File: config.mk
export PLATFORM = sky130hd
export DESIGN_NAME = ascii_sensor_frame_parser_top
export DESIGN_NICKNAME = d
export VERILOG_FILES = /design/src/hdl/asfp_pkg.sv /design/src/hdl/ascii_sensor_frame_parser_top.sv
export SDC_FILE = /design/constraint.sdc
export NUM_CORES = 1
export LEC_CHECK = 0
export BUFFER_PORTS_ARGS = -buffer_cell sky130_fd_sc_hd__clkbuf_2
export CORE_MARGIN = 2
export CORE_UTILIZATION = 55
export DETAILED_ROUTE_END_ITERATION = 10
export PLACE_DENSITY = 0.82
export SYNTH_ARGS = -nofsm -noshare
export SYNTH_HDL_FRONTEND = slang
export SYNTH_SLANG_ARGS = --single-unit
File: constraint.sdc
create_clock -name clk -period 5.6 [get_ports clk]
set_clock_uncertainty 0.15 [all_clocks]
set_input_delay 0.84 -clock clk [delete_from_list [all_inputs] [get_ports clk]]
set_output_delay 0.84 -clock clk [all_outputs]
set_load 0.05 [all_outputs]
File: src/hdl/asfp_pkg.sv
package asfp_pkg;

  // value slots per frame; the index saturates at the last one
  localparam int unsigned MAX_VALUES = 16;
  localparam int unsigned IDX_W      = $clog2(MAX_VALUES);

  // last slot as the four bits shown on the result port
  localparam logic [IDX_W+3:0] LAST_SLOT_EXT = (IDX_W+4)'(MAX_VALUES - 1);
  localparam logic [3:0]       LAST_SLOT4    = LAST_SLOT_EXT[3:0];

  // magnitude clamp, 2^31
  localparam logic [31:0] LIMIT_MAG = 32'h8000_0000;
  localparam logic [31:0] POS_MAX   = 32'h7FFF_FFFF;

  localparam logic [7:0] CH_SPACE = 8'd32;
  localparam logic [7:0] CH_TAB   = 8'd9;
  localparam logic [7:0] CH_CR    = 8'd13;
  localparam logic [7:0] CH_PLUS  = 8'd43;
  localparam logic [7:0] CH_MINUS = 8'd45;
  localparam logic [7:0] CH_ZERO  = 8'd48;
  localparam logic [7:0] CH_NINE  = 8'd57;

  localparam logic [7:0] RST_START_CHAR = 8'd91;
  localparam logic [7:0] RST_END_CHAR   = 8'd93;
  localparam logic [7:0] RST_SEP_CHAR   = 8'd44;
  localparam logic [7:0] RST_US_TAG     = 8'd117;
  localparam logic [7:0] RST_IR_TAG     = 8'd105;

  typedef enum logic [2:0] {
    REG_START_CHAR = 3'd0,
    REG_END_CHAR   = 3'd1,
    REG_SEP_CHAR   = 3'd2,
    REG_US_TAG     = 3'd3,
    REG_IR_TAG     = 3'd4
  } cfg_reg_t;

  typedef struct packed {
    logic               sensor_kind;
    logic [3:0]         value_index;
    logic signed [31:0] reading;
    logic               frame_end;
    logic               too_many;
  } result_t;

endpackage

File: src/hdl/ascii_sensor_frame_parser_top.sv
// ascii sensor frame parser: takes one received byte per item and looks for
// frames "start kind field sep field ... end" (by default "[u 12,-3, +7]").
// the kind byte picks ultrasonic (kind 0) or infrared (kind 1); any other kind
// byte drops the frame up to the end byte, an end byte right after start gives
// an empty frame with no result. each field gives the signed decimal number at
// its head (leading spaces skipped, optional sign, stops at the first
// non-digit, no digits gives 0, overflow clamps to the 32-bit limits). one
// result item leaves per separator or end byte, tagged with kind, slot index
// and frame_end on the last value; past the last slot the index sticks and
// too_many is set. the user must set the framing bytes and tags through the
// cfg port only while idle; the block does not enforce it. throughput is one
// byte per clock while in_ready is high: the whole byte update, a multiply
// by ten as two shifts and an add, sits between the state registers and the
// result register. results go through an output register backed by one skid
// entry, so in_ready only drops when both hold a result not yet taken.
module ascii_sensor_frame_parser_top (
  input  logic               clk,
  input  logic               rst_n,
  input  logic               cfg_we,
  input  logic [2:0]         cfg_index,
  input  logic [7:0]         cfg_wdata,
  input  logic               in_valid,
  output logic               in_ready,
  input  logic [7:0]         in_rx_byte,
  output logic               out_valid,
  input  logic               out_ready,
  output logic               out_sensor_kind,
  output logic [3:0]         out_value_index,
  output logic signed [31:0] out_reading,
  output logic               out_frame_end,
  output logic               out_too_many
);
  import asfp_pkg::*;

  typedef enum logic [1:0] {
    FR_HUNT    = 2'd0,
    FR_KIND    = 2'd1,
    FR_FIELDS  = 2'd2,
    FR_DISCARD = 2'd3
  } frame_phase_t;

  typedef enum logic [1:0] {
    FLD_LEAD   = 2'd0,
    FLD_SIGN   = 2'd1,
    FLD_DIGITS = 2'd2,
    FLD_DONE   = 2'd3
  } field_phase_t;

  // configuration
  logic [7:0] start_char_r, end_char_r, sep_char_r, us_tag_r, ir_tag_r;

  // parser state
  frame_phase_t     frame_r, frame_nxt;
  field_phase_t     field_r, field_nxt;
  logic             neg_r, neg_nxt;
  logic [31:0]      acc_r, acc_nxt;       // magnitude, clamped at 2^31
  logic             sat_r, sat_nxt;
  logic             kind_r, kind_nxt;
  logic [IDX_W-1:0] idx_r, idx_nxt;
  logic             ovf_r, ovf_nxt;

  // output register and skid entry
  result_t out_r, out_nxt, skid_r, skid_nxt;
  logic    out_vld_r, out_vld_nxt, skid_vld_r, skid_vld_nxt;

  logic              accept;
  logic [7:0]        b;
  logic              emit, emit_last;
  result_t           res;
  logic              is_space, is_digit;
  logic [35:0]       acc_next_wide;
  logic [IDX_W+3:0]  idx_ext;
  logic              out_take;

  assign in_ready = !skid_vld_r;
  assign accept   = in_valid && in_ready;
  assign b        = in_rx_byte;
  assign out_take = out_vld_r && out_ready;

  assign is_space = (b == CH_SPACE) || (b >= CH_TAB && b <= CH_CR);
  assign is_digit = (b >= CH_ZERO) && (b <= CH_NINE);

  // acc*10 + digit; digit is the low nibble for '0'..'9'
  assign acc_next_wide = {1'b0, acc_r, 3'b000} + {3'b000, acc_r, 1'b0}
                       + {32'd0, b[3:0]};

  assign idx_ext = {4'd0, idx_r};

  // value of the field as it stands
  always_comb begin
    res.sensor_kind = kind_r;
    res.value_index = idx_ext[3:0];
    res.frame_end   = emit_last;
    res.too_many    = ovf_r;
    if (neg_r) begin
      if (sat_r || acc_r >= LIMIT_MAG) begin
        res.reading = LIMIT_MAG;
      end else begin
        res.reading = 32'd0 - acc_r;
      end
    end else begin
      if (sat_r || acc_r > POS_MAX) begin
        res.reading = POS_MAX;
      end else begin
        res.reading = acc_r;
      end
    end
  end

  // byte update
  always_comb begin
    frame_nxt = frame_r;
    field_nxt = field_r;
    neg_nxt   = neg_r;
    acc_nxt   = acc_r;
    sat_nxt   = sat_r;
    kind_nxt  = kind_r;
    idx_nxt   = idx_r;
    ovf_nxt   = ovf_r;
    emit      = 1'b0;
    emit_last = 1'b0;

    if (accept) begin
      case (frame_r)
        FR_HUNT: begin
          if (b == start_char_r) frame_nxt = FR_KIND;
        end
        FR_KIND: begin
          if (b == end_char_r) begin
            frame_nxt = FR_HUNT;
          end else if (b == us_tag_r || b == ir_tag_r) begin
            kind_nxt  = (b != us_tag_r);
            idx_nxt   = '0;
            ovf_nxt   = 1'b0;
            field_nxt = FLD_LEAD;
            neg_nxt   = 1'b0;
            acc_nxt   = '0;
            sat_nxt   = 1'b0;
            frame_nxt = FR_FIELDS;
          end else begin
            frame_nxt = FR_DISCARD;
          end
        end
        FR_FIELDS: begin
          if (b == end_char_r) begin
            emit      = 1'b1;
            emit_last = 1'b1;
            field_nxt = FLD_LEAD;
            neg_nxt   = 1'b0;
            acc_nxt   = '0;
            sat_nxt   = 1'b0;
            idx_nxt   = '0;
            ovf_nxt   = 1'b0;
            frame_nxt = FR_HUNT;
          end else if (b == sep_char_r) begin
            emit      = 1'b1;
            field_nxt = FLD_LEAD;
            neg_nxt   = 1'b0;
            acc_nxt   = '0;
            sat_nxt   = 1'b0;
            if (idx_ext >= LAST_SLOT_EXT) begin
              ovf_nxt = 1'b1;   // stick at the last slot
            end else begin
              idx_nxt = idx_r + 1'b1;
            end
          end else begin
            case (field_r)
              FLD_LEAD: begin
                if (is_space) begin
                  field_nxt = FLD_LEAD;
                end else if (b == CH_PLUS || b == CH_MINUS) begin
                  neg_nxt   = (b == CH_MINUS);
                  field_nxt = FLD_SIGN;
                end else if (is_digit) begin
                  field_nxt = FLD_DIGITS;
                  if (sat_r || acc_next_wide > {4'd0, LIMIT_MAG}) begin
                    sat_nxt = 1'b1;
                    acc_nxt = LIMIT_MAG;
                  end else begin
                    acc_nxt = acc_next_wide[31:0];
                  end
                end else begin
                  field_nxt = FLD_DONE;
                end
              end
              FLD_SIGN: begin
                if (is_digit) begin
                  field_nxt = FLD_DIGITS;
                  if (sat_r || acc_next_wide > {4'd0, LIMIT_MAG}) begin
                    sat_nxt = 1'b1;
                    acc_nxt = LIMIT_MAG;
                  end else begin
                    acc_nxt = acc_next_wide[31:0];
                  end
                end else begin
                  // a lone sign gives 0
                  field_nxt = FLD_DONE;
                  acc_nxt   = '0;
                  neg_nxt   = 1'b0;
                end
              end
              FLD_DIGITS: begin
                if (is_digit) begin
                  if (sat_r || acc_next_wide > {4'd0, LIMIT_MAG}) begin
                    sat_nxt = 1'b1;
                    acc_nxt = LIMIT_MAG;
                  end else begin
                    acc_nxt = acc_next_wide[31:0];
                  end
                end else begin
                  field_nxt = FLD_DONE;
                end
              end
              default: begin
                field_nxt = field_r;   // rest of the field is ignored
              end
            endcase
          end
        end
        default: begin
          if (b == end_char_r) frame_nxt = FR_HUNT;
        end
      endcase
    end
  end

  // output register with one skid entry behind it
  always_comb begin
    out_nxt      = out_r;
    out_vld_nxt  = out_vld_r;
    skid_nxt     = skid_r;
    skid_vld_nxt = skid_vld_r;
    if (skid_vld_r) begin
      // no item is taken while the skid entry is full
      if (out_take) begin
        out_nxt      = skid_r;
        out_vld_nxt  = 1'b1;
        skid_vld_nxt = 1'b0;
      end
    end else if (emit) begin
      if (!out_vld_r || out_take) begin
        out_nxt     = res;
        out_vld_nxt = 1'b1;
      end else begin
        skid_nxt     = res;
        skid_vld_nxt = 1'b1;
      end
    end else if (out_take) begin
      out_vld_nxt = 1'b0;
    end
  end

  always_ff @(posedge clk) begin
    if (!rst_n) begin
      start_char_r <= RST_START_CHAR;
      end_char_r   <= RST_END_CHAR;
      sep_char_r   <= RST_SEP_CHAR;
      us_tag_r     <= RST_US_TAG;
      ir_tag_r     <= RST_IR_TAG;
      frame_r      <= FR_HUNT;
      field_r      <= FLD_LEAD;
      neg_r        <= 1'b0;
      acc_r        <= '0;
      sat_r        <= 1'b0;
      kind_r       <= 1'b0;
      idx_r        <= '0;
      ovf_r        <= 1'b0;
      out_vld_r    <= 1'b0;
      skid_vld_r   <= 1'b0;
    end else begin
      if (cfg_we) begin
        case (cfg_index)
          REG_START_CHAR: start_char_r <= cfg_wdata;
          REG_END_CHAR:   end_char_r   <= cfg_wdata;
          REG_SEP_CHAR:   sep_char_r   <= cfg_wdata;
          REG_US_TAG:     us_tag_r     <= cfg_wdata;
          REG_IR_TAG:     ir_tag_r     <= cfg_wdata;
          default:        ;            // unused indexes are dropped
        endcase
      end
      frame_r    <= frame_nxt;
      field_r    <= field_nxt;
      neg_r      <= neg_nxt;
      acc_r      <= acc_nxt;
      sat_r      <= sat_nxt;
      kind_r     <= kind_nxt;
      idx_r      <= idx_nxt;
      ovf_r      <= ovf_nxt;
      out_vld_r  <= out_vld_nxt;
      skid_vld_r <= skid_vld_nxt;
    end
    out_r  <= out_nxt;
    skid_r <= skid_nxt;
  end

  assign out_valid       = out_vld_r;
  assign out_sensor_kind = out_r.sensor_kind;
  assign out_value_index = out_r.value_index;
  assign out_reading     = out_r.reading;
  assign out_frame_end   = out_r.frame_end;
  assign out_too_many    = out_r.too_many;

endmodule

==> results_dict.tcl, run 1 <==
set metrics [dict create \
    clock_latency_ps 440 \
    starting_density_of_the_core_pct 56.3 \
    worst_pin_slew_ps 1230 \
    post-route-min-period_ps 4670 \
    worst_ep_arrival_time_ps 4890 \
    worst_setup_slack_final_ps 932 \
    timing.reg2reg.setup_slack_ps 950 \
    slowest_stage_delay_on_critical_path_ps 610 \
    hp-start "ir_tag_r[1]" \
    vias_per_cell 6.25 \
    asr_flop_ratio_synth_pct 0 \
    num-fill-cells 1500 \
    timing.critical_path.from_type "input pin" \
    setup.worst_path.end_class "flop" \
    core-area_sq_um 18000 \
    holdPathStages 2 \
    first_pass_iters 5 \
    netlist_area_sq_um 10200 \
    synth_top_area_share_pct 23.1 \
    path_clk_slew_ps 80 \
    cts.root.buffer_cell "sky130_fd_sc_hd__clkbuf_16" \
    post-synth-top-area-cell "sky130_fd_sc_hd__edfxtp_1" \
    place.detailed.hpwl_um 17700 \
    worst_r2r_endpoint "acc_r[11]" \
    timing_hold_violations_final 0 \
    number_of_synthesized_flops_with_an_enable_pin 78 \
    endpoints_failing_setup 0 \
    synthFlopType "sky130_fd_sc_hd__dfxtp_1" \
    pwr_density_cell_nw_per_um2 223 \
    crit_share_post_route_pct 83.4 \
    ir_worst_vdd_mv 0.345 \
    timing.setup.critical_path_class "in -> reg" \
    cts_tree "yes" \
    fmaxAchievable_ghz 0.214 \
    synth_fp_nets 1194 \
    max-slew-margin-rel_pct 18.0 \
    grt_antenna_before_repair 0 \
    min_delay_worst_endpoint "ir_tag_r[1]" \
    detail_route.wirelength_um 24700 \
    grt-ovfl-total 0 \
    num_io_pins 65 \
    utilization_of_the_core_after_routing_pct 62.3 \
    fin_worst_hold_slack_ps 329 \
    num_rows 49 \
    crit_required_ps 5820 \
    grt_start_max_net_pins 56 \
    cts_max_path_buffers 2 \
    synth.ff_latch_count 164 \
    crit_cells 15 \
    cts-resized-gates 0 \
    num_antenna_cells 0 \
    crit_fanout 16 \
    setup_repair_after_global_routing_missed_its_margin "false" \
    synth.area.mux_share_pct 4.72 \
    synthCells 1097 \
    grt_pass1_vias 8070 \
    drcViolationCount 0 \
    power.leakage_nw 4.82 \
    synth_compound_area_share_pct 16.9 \
    synthXorXnorAreaFrac_pct 6.38 \
    global_route.usage.total_pct 25.3 \
    timing.critical_path.mode_cell "sky130_fd_sc_hd__inv_1" \
    path_buf_inv 4 \
    crit_family "simple AND/OR/NAND/NOR gates" \
    h-tree-depth 4 \
    synth.cells.most_frequent "172 x sky130_fd_sc_hd__nand2_1, 86 x sky130_fd_sc_hd__dfxtp_1, 78 x sky130_fd_sc_hd__edfxtp_1" \
    area_growth_syn_to_layout_pct 10.7 \
    nNetsFinal 1234 \
    critical_path.cell_chain "clkbuf_2 -> inv_1 -> fa_1 -> inv_1 -> ha_1 -> a21o_1 -> and4_1 -> o21ai_1 -> nand3b_1 -> a211oi_1 -> and3_1 -> mux2i_1 -> nor4_2 -> buf_4 -> a32o_1" \
    die_wd_um 140 \
    num_vias 8616 \
    hold_path_class "reg -> reg" \
    dp_slack_ps 551 \
    tritoncts.num_buffers 17 \
    detail_route.wl_per_cell_um 17.9 \
    outcome "complete, no violations" \
    multi_input_comb_area_sq_um 5810 \
    cts_hold_repair.buffers 0 \
    critPathSlowestCell "sky130_fd_sc_hd__nor4_2" \
    grt_first_pass_wirelength_um 40400 \
    postCtsSetupRepairBufs 0 \
    drt-initial-drc-count 910 \
    placer_congestion 0.947 \
    sequential_element_share_of_the_synthesized_area_pct 40.0 \
    ff2ff_path_depth 14 \
    yosys-top-cells-area "sky130_fd_sc_hd__edfxtp_1 23%, sky130_fd_sc_hd__dfxtp_1 17%, sky130_fd_sc_hd__ha_1 8.8%" \
    numPortBuffers 64 \
    post-synth-top-count-cell "sky130_fd_sc_hd__nand2_1" \
    dieArea_sq_um 19600 \
    yosys.area_share.adder_pct 9.15 \
    maximum_capacitance_violations 0 \
    distinct_cell_type_count_after_synthesis 74 \
    synth-simple-area-share_pct 19.8 \
    clkSinkCount 164 \
    r2r-start "acc_r[0]" \
    yosysWarningCount 0 \
    synth_top_family_by_area "simple AND/OR/NAND/NOR gates" \
    totalNegativeSetupSlack_ps 0 \
    dieHeight_um 140 \
    seqCellArea_sq_um 4060 \
    synth_area_per_cell_sq_um 9.25 \
    count_of_nets_left_with_antenna_violations_after_detail_routing 0 \
    post_route_cells_drive_above_1_share_pct 14.3 \
    final_max_slew_viol_count 0 \
]
flip-flops by register name, indices dropped and copies added, names as in the netlist, 2 cells and up:
| signal | cells |
|---|---|
| start_char_r | 8 |
| us_tag_r | 8 |
| out_value_index | 4 |
| end_char_r | 8 |
| ir_tag_r | 8 |
| out_reading | 32 |
| acc_r | 32 |
| frame_r | 2 |
| skid_r | 39 |
| idx_r | 4 |
| sep_char_r | 8 |
| field_r | 2 |
cell type report:
cell class / instances / share of cell area [%]
Clock inverter: 13 / 1.20
Inverter: 28 / 0.936
Timing Repair Buffer: 73 / 3.45
Clock buffer: 19 / 3.94
Tap cell: 229 / 2.55
Multi-Input combinational cell: 853 / 51.7
Sequential cell: 164 / 36.2
report_power, final:
part / switching [mW] / internal (mW) / leakage [nW] / total, mW
Clock: 0.521 / 0.638 / 0.278 / 1.16
Combinational: 0.0572 / 0.0343 / 2.98 / 0.0915
Sequential: 0.00570 / 1.25 / 1.56 / 1.26
per-stage QoR:
stage / cell area [sq um] / instances / power, mW
3_5_place_dp: 10700 / 1347 / 1.37
6_report: 11200 / 1379 / 2.51
5_1_grt: 11200 / 1379 / 2.58
2_1_floorplan: 10200 / 1097 / 1.34
3_3_place_gp: 10700 / 1347 / 1.37
4_1_cts: 11200 / 1379 / 2.52
worst register-to-register path, cell delays in order (launching register included):
cell and delay, ps:
sky130_fd_sc_hd__dfxtp_1 440, sky130_fd_sc_hd__inv_1 150, sky130_fd_sc_hd__fa_1 580, sky130_fd_sc_hd__inv_1 60, sky130_fd_sc_hd__ha_1 310, sky130_fd_sc_hd__a21o_1 190
sky130_fd_sc_hd__and4_1 210, sky130_fd_sc_hd__o21ai_1 290, sky130_fd_sc_hd__nand3b_1 300, sky130_fd_sc_hd__a211oi_1 440, sky130_fd_sc_hd__and3_1 210, sky130_fd_sc_hd__mux2i_1 100
sky130_fd_sc_hd__nor4_2 610, sky130_fd_sc_hd__buf_4 340, sky130_fd_sc_hd__a32o_1 200
cell usage in the layout, fill, tap and decap left out, types with 5 or more instances in the layout:
master and count:
sky130_fd_sc_hd__nor4_1 16, sky130_fd_sc_hd__buf_4 9, sky130_fd_sc_hd__and2_1 8, sky130_fd_sc_hd__a32o_1 22, sky130_fd_sc_hd__o22ai_1 7, sky130_fd_sc_hd__o31ai_1 9, sky130_fd_sc_hd__inv_1 27, sky130_fd_sc_hd__nor2_1 63
sky130_fd_sc_hd__a31oi_1 9, sky130_fd_sc_hd__nor2b_1 15, sky130_fd_sc_hd__edfxtp_1 78, sky130_fd_sc_hd__xnor2_1 46, sky130_fd_sc_hd__and3_1 8, sky130_fd_sc_hd__inv_6 7, sky130_fd_sc_hd__a21o_1 9, sky130_fd_sc_hd__o311ai_0 13
sky130_fd_sc_hd__nor3b_1 6, sky130_fd_sc_hd__and4_1 8, sky130_fd_sc_hd__or2_2 6, sky130_fd_sc_hd__xor2_1 28, sky130_fd_sc_hd__a21boi_0 26, sky130_fd_sc_hd__nand4_1 15, sky130_fd_sc_hd__nand2_1 172, sky130_fd_sc_hd__a21oi_1 64
sky130_fd_sc_hd__clkbuf_16 17, sky130_fd_sc_hd__nand2b_1 6, sky130_fd_sc_hd__a22o_1 5, sky130_fd_sc_hd__clkbuf_2 64, sky130_fd_sc_hd__o21ai_0 48, sky130_fd_sc_hd__nor3_1 19, sky130_fd_sc_hd__nand3_1 41, sky130_fd_sc_hd__ha_1 71
sky130_fd_sc_hd__mux2_2 39, sky130_fd_sc_hd__o21a_1 6, sky130_fd_sc_hd__dfxtp_1 86
per-layer routing:
| layer | track usage [%] | part of all wire, % |
|---|---|---|
| met1 | 36.0 | 46 |
| met2 | 39.9 | 46 |
| met3 | 4.40 | 6.8 |
| met4 | 7.21 | 1.1 |
| met5 | 0 | 0 |
cell families (layout without fill, tap and decap cells):
kind of cell | count (synthesis) | after routing
AO/OA/AOI/OAI | 253 | 253
XOR/XNOR | 74 | 74
buffers and inverters | 80 | 133
flip-flops | 164 | 164
multiplexers | 43 | 43
AND/OR/NAND/NOR | 410 | 410
adder cells (fa/ha/maj) | 73 | 73
how the worst max path moves through the flow:
stage | startpoint | endpoint | slack, ps
floorplan | in_rx_byte[3] | acc_r[11] | 850
global route | acc_r[0] | acc_r[11] | 710
finish | in_rx_byte[3] | acc_r[11] | 930
global placement | in_rx_byte[3] | acc_r[10] | 780
detailed placement | in_rx_byte[3] | acc_r[11] | 550
CTS | in_rx_byte[3] | acc_r[11] | 1010
Note: power is estimated with default switching activity, not from simulation.
==> run 2, diff against run 1 <==
--- a/config.mk
+++ b/config.mk
@@ -9,7 +9,7 @@
 export CORE_MARGIN = 2
 export CORE_UTILIZATION = 55
 export DETAILED_ROUTE_END_ITERATION = 10
-export PLACE_DENSITY = 0.82
+export PLACE_DENSITY = 0.85
 export SYNTH_ARGS = -nofsm -noshare
 export SYNTH_HDL_FRONTEND = slang
 export SYNTH_SLANG_ARGS = --single-unit
==> constraint.sdc (replaced) <==
create_clock -name clk -period 4.1 [get_ports clk]
set_clock_uncertainty 0.15 [all_clocks]
set_input_delay 0.615 -clock clk [delete_from_list [all_inputs] [get_ports clk]]
set_output_delay 0.615 -clock clk [all_outputs]
set_load 0.05 [all_outputs]
==> run 2 against run 1 <==
Against the previous run:
- clock power is 30% higher
- wire length is 2.4% higher
- count of clock-buffer cells in the layout stayed put
- first-iteration DRC count is 3.2% higher
- die area stayed put
- highest routed layer unchanged
- non-clock buffer count is 46 higher
- register-to-register slack worse by 720 ps
- cell count is 3.4% higher
- critical path depth stayed put
- core utilization is 2.1 points higher
- critical endpoint is now acc_r[31]
- sequential share of layout area is 1.2 points lower
- worst setup slack worse by 710 ps
==> results_dict.tcl, run 2 (synthesis results as in run 1) <==
set metrics [dict create \
    first_pass_iters 7 \
    critPathSlowestCell "sky130_fd_sc_hd__fa_1" \
    outcome "complete, no violations" \
    fmaxAchievable_ghz 0.258 \
    postCtsSetupRepairBufs 0 \
    grt_pass1_vias 8288 \
    h-tree-depth 4 \
    dieHeight_um 140 \
    num-fill-cells 1390 \
    vias_per_cell 6.26 \
    placer_congestion 0.991 \
    crit_share_post_route_pct 94.5 \
    endpoints_failing_setup 0 \
    hold_path_class "in -> reg" \
    registers.top_by_ff_count "skid_r" \
    drt-initial-drc-count 939 \
    placed_cell_count 1393 \
    seqCellArea_sq_um 4070 \
    final_max_slew_viol_count 0 \
    place.detailed.hpwl_um 18300 \
    crit_fanout 5 \
    hp-start "out_ready" \
    worst_ep_arrival_time_ps 4090 \
    worst_r2r_endpoint "acc_r[31]" \
    critical_path.cell_chain "inv_2 -> fa_1 -> buf_4 -> fa_1 -> nor2b_2 -> o31ai_1 -> a211o_1 -> a21bo_2 -> a31oi_1 -> o31ai_1 -> mux2i_1 -> nor4_2 -> buf_4 -> or3b_2 -> a21boi_0" \
    numPortBuffers 64 \
    tritoncts.num_buffers 17 \
    utilization_of_the_core_after_routing_pct 64.4 \
    holdPathStages 4 \
    detail_route.wl_per_cell_um 17.7 \
    grt_start_max_net_pins 55 \
    timing.reg2reg.setup_slack_ps 230 \
    min_delay_worst_endpoint "skid_vld_r" \
    worst_setup_slack_final_ps 225 \
    timing.critical_path.from_type "flop" \
    cts_tree "yes" \
    grt-ovfl-total 0 \
    totalNegativeSetupSlack_ps 0 \
    count_of_nets_left_with_antenna_violations_after_detail_routing 0 \
    largest_reg_flops 39 \
    worst_pin_slew_ps 810 \
    setup_repair_after_global_routing_missed_its_margin "false" \
    timing.setup.critical_path_class "reg -> reg" \
    r2r-start "acc_r[2]" \
    dp_slack_ps -165 \
    layout.cells.most_common "sky130_fd_sc_hd__nand2_1" \
    num_vias 8923 \
    global_route.usage.total_pct 25.5 \
    pwr_density_cell_nw_per_um2 289 \
    power.leakage_nw 5.07 \
    maximum_capacitance_violations 0 \
    postLayoutCellArea_sq_um 11600 \
    timing_hold_violations_final 0 \
    clkSinkCount 164 \
    die_wd_um 140 \
    grt_antenna_before_repair 1 \
    grt_first_pass_wirelength_um 40700 \
    cts_max_path_buffers 2 \
    post_route_cells_drive_above_1_share_pct 18.2 \
    final-instance-count-excl-fill 1426 \
    ir_worst_vdd_mv 0.373 \
    path_clk_slew_ps 60 \
    max-slew-margin-rel_pct 45.9 \
    num_io_pins 65 \
    fin_worst_hold_slack_ps 322 \
    core-area_sq_um 18000 \
    detail_route.wirelength_um 25300 \
    crit_required_ps 4310 \
    nNetsFinal 1280 \
    area_growth_syn_to_layout_pct 14.4 \
    drcViolationCount 0 \
    slowest_stage_delay_on_critical_path_ps 460 \
    power_mw 3.36 \
    setup.worst_path.end_class "flop" \
    dieArea_sq_um 19600 \
    most_frequent_cells_in_the_layout "172 x sky130_fd_sc_hd__nand2_1, 85 x sky130_fd_sc_hd__dfxtp_1, 78 x sky130_fd_sc_hd__edfxtp_1" \
    starting_density_of_the_core_pct 56.3 \
    multi_input_comb_area_sq_um 5840 \
    post-route-min-period_ps 3870 \
    placed_area_sq_um 11000 \
    cts.root.buffer_cell "sky130_fd_sc_hd__clkbuf_16" \
    num_rows 49 \
    clock_latency_ps 440 \
    ff2ff_path_depth 15 \
]
[run 2: changes by cell type in the layout (fill, tap and decap cells not counted), moves of 2 or more]
cell and delta:
sky130_fd_sc_hd__clkinv_2 +3, sky130_fd_sc_hd__clkinvlp_4 -2, sky130_fd_sc_hd__buf_12 +2, sky130_fd_sc_hd__inv_6 -3
sky130_fd_sc_hd__inv_4 +3, sky130_fd_sc_hd__buf_4 +44
[run 2: worst max-delay path, delay by kind of cell, from the launching register on]
| kind | cells | cell delay (ps) |
|---|---|---|
| AO/OA/AOI/OAI | 6 | 1080 |
| adder cells (fa/ha/maj) | 2 | 900 |
| AND/OR/NAND/NOR | 3 | 660 |
| buffers and inverters | 3 | 400 |
| flip-flops | 1 | 380 |
| multiplexers | 1 | 230 |
[run 2: cell type report]
class | count | area share, %
multi-input cells | 853 | 50.3
flip-flops and latches | 164 | 35.0
repair buffers | 119 | 6.53
clock buffers | 19 | 4.00
well taps | 229 | 2.47
inverters | 28 | 0.905
clock inverters | 13 | 0.797
diodes | 1 | 0.0215
[run 2: worst max-delay path by stage]
stage                   from        end  slack [ps]  depth (start not counted)
2_1_floorplan  in_rx_byte[3]  acc_r[11]          10                         16
3_3_place_gp   in_rx_byte[3]      sat_r         -70                         15
3_5_place_dp   in_rx_byte[3]  acc_r[19]        -170                         17
4_1_cts             acc_r[2]  acc_r[19]          80                         16
5_1_grt             acc_r[0]  acc_r[31]           3                         15
6_report            acc_r[2]  acc_r[31]         230                         15
[run 2: timing repair]
action	CTS	global route
resized for setup	0	10
hold buffers	0	0
endpoints found under the setup margin	0	32
[run 2: routing by layer]
metal	vias to the layer above	routed length, um	global-route usage (%)
met4	0	456	8.21
met2	449	11700	41.6
met3	48	2340	3.96
met1	4207	10800	34.9
met5	-	0	0
li1	4219	-	-
[run 2: power breakdown]
| part | switching, mW | internal [mW] |
|---|---|---|
| registers | 0.00789 | 1.71 |
| logic | 0.0794 | 0.0487 |
| clock network | 0.678 | 0.834 |
==> run 3, diff against run 2 <==
--- a/config.mk
+++ b/config.mk
@@ -8,7 +8,9 @@
 export BUFFER_PORTS_ARGS = -buffer_cell sky130_fd_sc_hd__clkbuf_2
 export CORE_MARGIN = 2
 export CORE_UTILIZATION = 55
+export CTS_CLUSTER_SIZE = 12
 export DETAILED_ROUTE_END_ITERATION = 10
+export GPL_TIMING_DRIVEN = 0
 export PLACE_DENSITY = 0.85
 export SYNTH_ARGS = -nofsm -noshare
 export SYNTH_HDL_FRONTEND = slang
==> run 3 against run 2 <==
Against the previous run:
- critical path depth unchanged
- wire length up 6.8%
- global-route usage up 1.3 points
- maximum frequency down 2.8%
- cell count down 0.14%
- final area about the same
- die area unchanged
- first-iteration DRC count up 13%
- sequential cell count unchanged
==> results_dict.tcl, run 3 (synthesis results as in run 1) <==
set metrics [dict create \
    outcome "complete, no violations" \
    power_switching_uw 807 \
    starting_density_of_the_core_pct 56.3 \
    final_max_slew_viol_count 0 \
    num_rows 49 \
    clkPwrFrac_pct 48.6 \
    hold_path_class "in -> reg" \
    num_vias 9012 \
    critPathSlowestCell "sky130_fd_sc_hd__fa_2" \
    crit_required_ps 4270 \
    wl_met1_um 11500 \
    ir_worst_vdd_mv 0.461 \
    place.detailed.hpwl_um 18700 \
    most_frequent_cells_in_the_layout "172 x sky130_fd_sc_hd__nand2_1, 78 x sky130_fd_sc_hd__edfxtp_1, 71 x sky130_fd_sc_hd__ha_1, 71 x sky130_fd_sc_hd__dfxtp_1" \
    grt_pass1_vias 8349 \
    path_clk_slew_ps 70 \
    num_io_pins 65 \
    drcViolationCount 0 \
    num_antenna_cells 0 \
    cts_max_path_buffers 2 \
    first_pass_iters 9 \
    crit_fanout 5 \
    combinationalPowerShare_pct 3.7 \
    grt-ovfl-total 0 \
    power.leakage_nw 4.95 \
    post-route-min-period_ps 3990 \
    dieArea_sq_um 19600 \
    clock_latency_ps 450 \
    setup.worst_path.end_class "flop" \
    cts_tree "yes" \
    highest_metal_used "met4" \
    cts.root.buffer_cell "sky130_fd_sc_hd__clkbuf_16" \
    largest_reg_flops 39 \
    seqPwrFrac_pct 47.7 \
    routed-wl-met2_um 12600 \
    grt_start_max_net_pins 40 \
    worst_ep_arrival_time_ps 4160 \
    pwr_density_cell_nw_per_um2 309 \
    clkSinkCount 164 \
    h-tree-depth 4 \
    final-instance-count-excl-fill 1424 \
    cts_hold_repair.buffers 0 \
    grt_antenna_before_repair 0 \
    area_growth_syn_to_layout_pct 14.5 \
    timing_hold_violations_final 0 \
    vias_per_cell 6.33 \
    tritoncts.num_buffers 17 \
    totalNegativeSetupSlack_ps 0 \
    layout.cells.most_common "sky130_fd_sc_hd__nand2_1" \
    timing.setup.critical_path_class "reg -> reg" \
    endpoints_failing_setup 0 \
    p_int_mw 2.79 \
    die_wd_um 140 \
    met3RoutedLength_um 2240 \
    grt_first_pass_wirelength_um 42300 \
    fmaxAchievable_ghz 0.251 \
    utilization_of_the_core_after_routing_pct 64.5 \
    drt-initial-drc-count 1063 \
    detail_route.wl_per_cell_um 19.0 \
    maximum_capacitance_violations 0 \
    dieHeight_um 140 \
    count_of_nets_left_with_antenna_violations_after_detail_routing 0 \
    registers.top_by_ff_count "skid_r" \
    timing.critical_path.from_type "flop" \
    numPortBuffers 57 \
    netSwitchingFraction_pct 22.4 \
    placer_congestion 0.947 \
    placed_cell_count 1384 \
    critical_path.cell_chain "inv_2 -> fa_2 -> inv_1 -> ha_1 -> a21o_1 -> and4_4 -> o21ai_4 -> nand3b_1 -> buf_4 -> mux2_2 -> o311a_1 -> nor4_2 -> nor4b_4 -> and4_1 -> o31ai_1" \
    num-fill-cells 1426 \
    post_route_cells_drive_above_1_share_pct 16.6 \
    crit_share_post_route_pct 97.2 \
    worst_pin_slew_ps 912 \
    core-area_sq_um 18000 \
    max-slew-margin-rel_pct 39.2 \
    global_route.usage.total_pct 26.7 \
    nNetsFinal 1279 \
    detail_route.wirelength_um 27000 \
    slowest_stage_delay_on_critical_path_ps 580 \
]
run 3: cell type report:
class | instances | area, sq um | area share, %
sequential | 164 | 4090 | 35.2
clock buffer | 17 | 425 | 3.66
timing repair buffer | 69 | 392 | 3.37
buffer | 49 | 210 | 1.81
tap | 229 | 287 | 2.47
multi-input combinational | 853 | 5900 | 50.8
inverter | 28 | 105 | 0.904
clock inverter | 15 | 213 | 1.83
run 3: worst paths after layout:
path,from,endpoint,slack [ps],cells past startpoint
setup / recovery,acc_r[0],sat_r,110,15
hold / removal,out_ready,skid_vld_r,310,4
setup reg to reg,acc_r[0],sat_r,110,15
hold reg to reg,end_char_r[2],end_char_r[2],330,2
run 3: metrics by stage:
stage / hold WS, ps / power [mW] / cell area [sq um] / setup slack (ps)
floorplan: 277 / 1.84 / 10200 / 11.6
global placement: 307 / 1.88 / 10800 / -626
detailed placement: 306 / 1.88 / 10800 / -605
CTS: 316 / 3.58 / 11500 / 6.78
global route: 319 / 3.68 / 11600 / -32.9
finish: 314 / 3.60 / 11600 / 113
run 3: worst max-delay path, delay by kind of cell, from the launching register on:
| kind | cells | cell delay, ps |
|---|---|---|
| flip-flops | 1 | 370 |
| AO/OA/AOI/OAI | 4 | 750 |
| buffers and inverters | 3 | 330 |
| multiplexers | 1 | 270 |
| AND/OR/NAND/NOR | 5 | 1110 |
| adder cells (fa/ha/maj) | 2 | 880 |
run 3: layer usage:
| layer | global-route usage, % | vias up |
|---|---|---|
| met5 | 0 | - |
| met4 | 9.47 | 0 |
| met3 | 5.16 | 82 |
| met2 | 43.2 | 437 |
| met1 | 35.9 | 4276 |
| li1 | - | 4217 |
run 3: timing repair:
action,in CTS,in global routing
buffers inserted,3,7
resized for setup,12,39
gates cloned,0,1
pin swaps,2,9
endpoints found under the setup margin,33,33
run 3: power by group through the flow:
stage                     Combinational [mW]  Sequential (mW)  Clock (mW)
after floorplan                       0.0835             1.75           0
after global placement                 0.122             1.75           0
after detailed placement               0.125             1.75           0
after CTS                              0.127             1.72        1.74
after global routing                   0.143             1.72        1.82
final                                  0.133             1.72        1.75
